$ cat config.mk
export PLATFORM = sky130hd
export DESIGN_NAME = spqu_cell
export DESIGN_NICKNAME = d
export VERILOG_FILES = /design/src/sv/sorted_priority_queue_unique_unit_assert.svh /design/src/sv/spqu_pkg.sv /design/src/sv/spqu_cell.sv
export SDC_FILE = /design/constraint.sdc
export NUM_CORES = 1
export LEC_CHECK = 0
export BUFFER_PORTS_ARGS = -buffer_cell sky130_fd_sc_hd__buf_2
export CAP_MARGIN = 20
export CORE_ASPECT_RATIO = 1.4
export CORE_MARGIN = 4
export CORE_UTILIZATION = 48
export DETAILED_ROUTE_END_ITERATION = 8
export GPL_TIMING_DRIVEN = 0
export PLACE_DENSITY_LB_ADDON = 0.1
export SLEW_MARGIN = 20
export SYNTH_ARGS = -nofsm -noshare
export SYNTH_HDL_FRONTEND = slang
export SYNTH_SLANG_ARGS = --single-unit
$ cat constraint.sdc
create_clock -name i_clk -period 6.07 [get_ports i_clk]
set_input_delay 0.9105 -clock i_clk [delete_from_list [all_inputs] [get_ports i_clk]]
set_output_delay 0.9105 -clock i_clk [all_outputs]
set_load 0.03 [all_outputs]
$ cat src/sv/sorted_priority_queue_unique_unit_assert.svh
// Assertion macros shared by the sorted priority queue RTL.
// Depends on nothing; included by the modules that carry assertions.
`ifndef SORTED_PRIORITY_QUEUE_UNIQUE_UNIT_ASSERT_SVH
`define SORTED_PRIORITY_QUEUE_UNIQUE_UNIT_ASSERT_SVH

// Clocked property, disabled while reset is asserted.
`define SPQU_ASSERT(lbl, clk, rst_n, prop, msg) \
    lbl: assert property (@(posedge clk) disable iff (!(rst_n)) (prop)) else $error(msg);

// Clocked property that is also checked during reset.
`define SPQU_ASSERT_ALWAYS(lbl, clk, prop, msg) \
    lbl: assert property (@(posedge clk) (prop)) else $error(msg);

`endif

$ cat src/sv/spqu_pkg.sv
// Package for the sorted priority queue: sizes, operation and status codes,
// and the command struct broadcast to the cell row. Depends on nothing.
`default_nettype none

package spqu_pkg;

    localparam int DEPTH     = 16;
    localparam int TAG_BITS  = 32;
    localparam int KEY_BITS  = 16;
    localparam int CNT_BITS  = $clog2(DEPTH + 1);
    localparam int OP_BITS   = 2;
    localparam int STAT_BITS = 2;

    typedef enum logic [OP_BITS-1:0] {
        OP_PUSH = 2'd0,
        OP_POP  = 2'd1,
        OP_PEEK = 2'd2,
        OP_NOP  = 2'd3
    } t_op;

    typedef enum logic [STAT_BITS-1:0] {
        ST_OK    = 2'd0,
        ST_EMPTY = 2'd1,
        ST_DUP   = 2'd2,
        ST_FULL  = 2'd3
    } t_status;

    typedef logic [TAG_BITS-1:0] t_tag;
    typedef logic [KEY_BITS-1:0] t_key;
    typedef logic [CNT_BITS-1:0] t_cnt;

    typedef struct packed {
        logic push_en;
        logic pop_en;
        t_key key;
        t_tag tag;
    } t_cell_cmd;

endpackage

`default_nettype wire

$ cat src/sv/spqu_cell.sv
// One slot of the sorted row: holds a key and a tag, compares them against
// the broadcast command and shifts toward either neighbor. Depends on spqu_pkg.
`default_nettype none

module spqu_cell
    import spqu_pkg::*;
(
    input  wire logic      i_clk,
    input  wire t_cell_cmd i_cmd,
    input  wire logic      i_valid,
    input  wire logic      i_prev_le,
    input  wire t_key      i_prev_key,
    input  wire t_tag      i_prev_tag,
    input  wire t_key      i_next_key,
    input  wire t_tag      i_next_tag,
    output logic           o_le,
    output logic           o_dup,
    output t_key           o_key,
    output t_tag           o_tag
);

    t_key r_key;
    t_tag r_tag;
    t_key n_key;
    t_tag n_tag;

    assign o_le  = i_valid && (r_key <= i_cmd.key);
    assign o_dup = i_valid && (r_tag == i_cmd.tag);
    assign o_key = r_key;
    assign o_tag = r_tag;

    // A push keeps every entry whose key is not larger, drops the new item
    // into the first larger slot and moves the rest one place up.
    always_comb begin
        n_key = r_key;
        n_tag = r_tag;
        if (i_cmd.push_en && !o_le) begin
            if (i_prev_le) begin
                n_key = i_cmd.key;
                n_tag = i_cmd.tag;
            end else begin
                n_key = i_prev_key;
                n_tag = i_prev_tag;
            end
        end else if (i_cmd.pop_en) begin
            n_key = i_next_key;
            n_tag = i_next_tag;
        end
    end

    always_ff @(posedge i_clk) begin
        r_key <= n_key;
        r_tag <= n_tag;
    end

endmodule

`default_nettype wire

# Word-level counts from Yosys, hierarchy flattened
# Cells that the tools add are included.
totals:
  inputBits: 149
  regBits: 48
  out_inout_bits: 50
classes:
  n_eq_ne: 1
  n_reduce_logical: 5
  magnitude_cmp: 1
  muxes: 6
op_table:
  columns: ["operator", "n"]
  rows:
  - ["32-bit 2-to-1 mux", 3]
  - ["16-bit 2-to-1 mux", 3]
  - ["32-bit equality test", 1]
  - ["16-bit less-or-equal comparator", 1]
  - ["1-bit logical AND", 3]
  - ["2-bit nonzero test", 1]
  - ["1-bit logical NOT", 1]

# Longest topological paths before layout
logic_depth:
  depth_word: 5
  mapped_depth: 9
  mapped_depth_nobuf: 7

# Least setup slack after synthesis
# No wires, ideal clock.
synth_timing:
  kind: "input port to flip-flop"
  from: "in i_cmd[47] (netlist bit)"
  to: "reg r_key[0] (netlist: o_key[0]), enable pin"
  setup_slack_ns: 2.454
  path_stages: 9
  arrival_ns: 3.232
  required_ns: 5.686
  n_path_buf: 2
  path_cell_list: "inv_1 -> ha_1 -> nand4_1 -> nor4_2 -> a21bo_2 -> a311oi_4 -> buf_6 -> buf_8 -> or2_2"
synth_via:
  elab_chain_len: 5
synth_lines:
  columns: ["element", "line", "text"]
  rows:
  - ["from (decl)", "spqu_cell.sv:9", "input wire t_cell_cmd i_cmd,"]
  - ["16-bit less-or-equal comparator", "spqu_cell.sv:27", "assign o_le = i_valid && (r_key <= i_cmd.key);"]
  - ["1-bit logical AND", "spqu_cell.sv:27", null]
  - ["1-bit logical NOT", "spqu_cell.sv:37", "if (i_cmd.push_en && !o_le) begin"]
  - ["1-bit logical AND", "spqu_cell.sv:37", null]
  - ["2-bit nonzero test (no line)", null, null]
  - ["to (signal assigned)", "spqu_cell.sv:52", "r_key <= n_key;"]
  - ["to (decl)", "spqu_cell.sv:22", "t_key r_key;"]
# No other way between the ends.
# A chain may end at the register's enable or synchronous reset.

# Final worst setup path
layout_timing:
  from: "in i_cmd[47] (netlist bit)"
  to: "reg r_key[9] (netlist: o_key[9]), enable pin"
# The elaborated chain is that of the path after synthesis.

==> results.sh <==
export IMPL_outcome="finished clean"
export IMPL_synth_compound_area_share_pct=2.826
export IMPL_drive_above_1_share_pct=63.81
export IMPL_synth_main_ff_cell="edfxtp_1"
export IMPL_critPathMaxFanout=48
export IMPL_synth_edf_count=48
export IMPL_syn_area_sq_um=3410
export IMPL_coreArea_sq_um=6937
export IMPL_portBuffers=197
export IMPL_htree_levels=2
export IMPL_ys_ff_latch=48
export IMPL_layout_commonest_cell="buf_2"
export IMPL_post_cts_buffers=0
export IMPL_drtPass1Iterations=4
export IMPL_wire_per_inst_um=16.35
export IMPL_synth_mux_area_share_pct=31.71
export IMPL_setup_tns_ps=0
export IMPL_pwr_density_cell_nw_per_um2=215.0
export IMPL_cp_required_ps=6000
export IMPL_clk_path_buf_depth=2
export IMPL_fin_skew_ps=9.594
export IMPL_n_fill_cell=629
export IMPL_io_pin_count=199
export IMPL_cts_clk_slew_worst_paths_ps=80
export IMPL_slew_headroom_pct=53.15
export IMPL_layout_nets=632
export IMPL_dieArea_sq_um=8535
export IMPL_grt_pass1_vias=2962
export IMPL_drc_errors=0
export IMPL_synth_simple_area_share_pct=5.248
export IMPL_synth_top_family_by_area="multiplexers"
export IMPL_cts_buffers=5
export IMPL_wl_mm=9.187
export IMPL_ys_seq_area_share_pct=42.28
export IMPL_vias=2827
export IMPL_netlist_instances=263
export IMPL_max_freq_mhz=272.8
export IMPL_critPathCaptureType="register"
export IMPL_gr_total_overflow=0
export IMPL_yosys_area_share_xor_xnor_pct=8.220
export IMPL_post_route_period_util_pct=60.39
export IMPL_clk_latency_ps=300
export IMPL_most_common_layout_cells="197 x buf_2, 87 x mux2_2, 48 x edfxtp_1"
export IMPL_async_reset_ff_share_pct=0
export IMPL_arrival_ps=3590
export IMPL_grt_max_degree=49
export IMPL_finalMaxSlewViolations=0
export IMPL_clock_sinks=48
export IMPL_synthToLayoutAreaGrowth_pct=34.72
export IMPL_hpwl_mm=7.645
export IMPL_finalSetupViolations=0
export IMPL_p_leak_uw=0.002064
export IMPL_hp_class="in -> reg"
export IMPL_ir_drop_mv=0.1633
export IMPL_synth_adder_area_share_pct=5.872
export IMPL_drt_iter0_drc=78
export IMPL_via_per_inst=5.030
export IMPL_hold_viol_final=0
export IMPL_final_antenna_net_count=0
export IMPL_syn_nets=428
export IMPL_ctsResizeCount=0
export IMPL_synth_distinct_cells=28
export IMPL_cts_tree="done"
export IMPL_worst_slew_pin_slew_ps=702.7
export IMPL_drv_cap=0
export IMPL_antenna_found_initial=0
export IMPL_startpoint_type="input pin"
export IMPL_start_util_pct=49.15
export IMPL_rsz0062_at_grt="no"
export IMPL_cts_hold_buf=0
export IMPL_syn_avg_cell_area_sq_um=12.96
export IMPL_root_buffer="clkbuf_8"
export IMPL_min_period_ps=3665
export IMPL_grt_pass1_wl_mm=13.94
export IMPL_gp_congestion=0.7932
export IMPL_crit_type="in -> reg"
export IMPL_grt_total_usage_pct=21.30
export IMPL_yosysWarnings=0
export IMPL_fp_dieW_um=79.23
export IMPL_power_uw=987.3
export IMPL_die_height_um=107.7
export IMPL_diodes=0
export IMPL_rows=36
-- worst max-delay path: stages --
cell and delay, ps:
buf_2 100, inv_1 40, ha_1 320, nand4_1 210, nor4_2 410, a21bo_2 300
a311oi_4 310, buf_6 230, buf_8 150, or2_4 570
-- area by class of cell --
type / count / area [sq um] / area share (%)
plain buffers: 10 / 67.56 / 1.471
clock buffers: 5 / 68.82 / 1.498
clock inverters: 2 / 7.507 / 0.1634
inverters: 17 / 63.81 / 1.389
multi-input cells: 188 / 1839 / 40.04
flip-flops and latches: 48 / 1441 / 31.38
well taps: 95 / 118.9 / 2.588
repair buffers: 197 / 985.9 / 21.47
-- final timing paths --
kind,start,to,slack (ps),depth (start not counted)
setup reg to reg,o_key[15]$_DFFE_PP_,o_key[9]$_DFFE_PP_,2750,8
hold reg to reg,o_key[1]$_DFFE_PP_,o_tag[6]$_DFFE_PP_,1420,6
hold / removal,i_next_key[12],o_key[12]$_DFFE_PP_,900,2
setup / recovery,i_cmd[47],o_key[9]$_DFFE_PP_,2400,10
-- layer usage --
| metal | vias up | GRT usage [%] | routed length, um |
|---|---|---|---|
| met3 | 13 | 4.941 | 679 |
| met1 | 1306 | 21.85 | 3197 |
| met5 | - | 0 | 0 |
| met2 | 120 | 41.45 | 5118 |
| met4 | 0 | 6.880 | 191 |
| li1 | 1388 | - | - |
-- registers in the layout, indices dropped and copies added (netlist names) --
| signal | cells |
|---|---|
| o_key | 16 |
| o_tag | 32 |
-- where the power goes --
part / internal [uW] / switching, uW
Combinational: 164 / 200
Sequential: 419 / 23.3
Clock: 76.4 / 105
Total: 659 / 329
-- stage by stage --
step / setup slack, ps / utilization, % / hold slack [ps] / instances / cell area, sq um
floorplan: 2454 / - / 1111 / 263 / 3410
global placement: 1753 / 65.08 / 1192 / 555 / 4514
detailed placement: 2052 / 65.12 / 1200 / 555 / 4517
CTS: 2369 / 66.22 / 892.6 / 562 / 4593
global route: 2196 / 66.22 / 895.3 / 562 / 4593
finish: 2405 / 66.22 / 900.0 / 562 / 4593
-- Yosys cell counts, types with 2 or more instances --
cell       n  area, sq um
ha_1      16        200.2
o21ai_0    3        15.01
buf_4      3        22.52
xnor2_1   28        245.2
nand2_1    7        26.28
mux2_2    87        979.7
nand3_1    2        10.01
clkbuf_1   5        18.77
xor2_1     4        35.03
and3_1     2        12.51
a21oi_1    6        30.03
mux2_1     9        101.4
inv_1     17        63.81
nor4_1     3        18.77
edfxtp_1  48         1441
nor3_1     3        15.01
nand4_1    9        56.30
-- cell families (layout without fill, tap and decap cells) --
logic type | after synthesis | count (layout)
AOI/OAI and AO/OA | 13 | 13
xor gates and xnor gates | 32 | 32
adders and majority gates | 16 | 16
buffers and inverters | 27 | 231
DFF | 48 | 48
muxes | 96 | 96
and+or+nand+nor | 31 | 31
(Power assumes the default switching activity.)
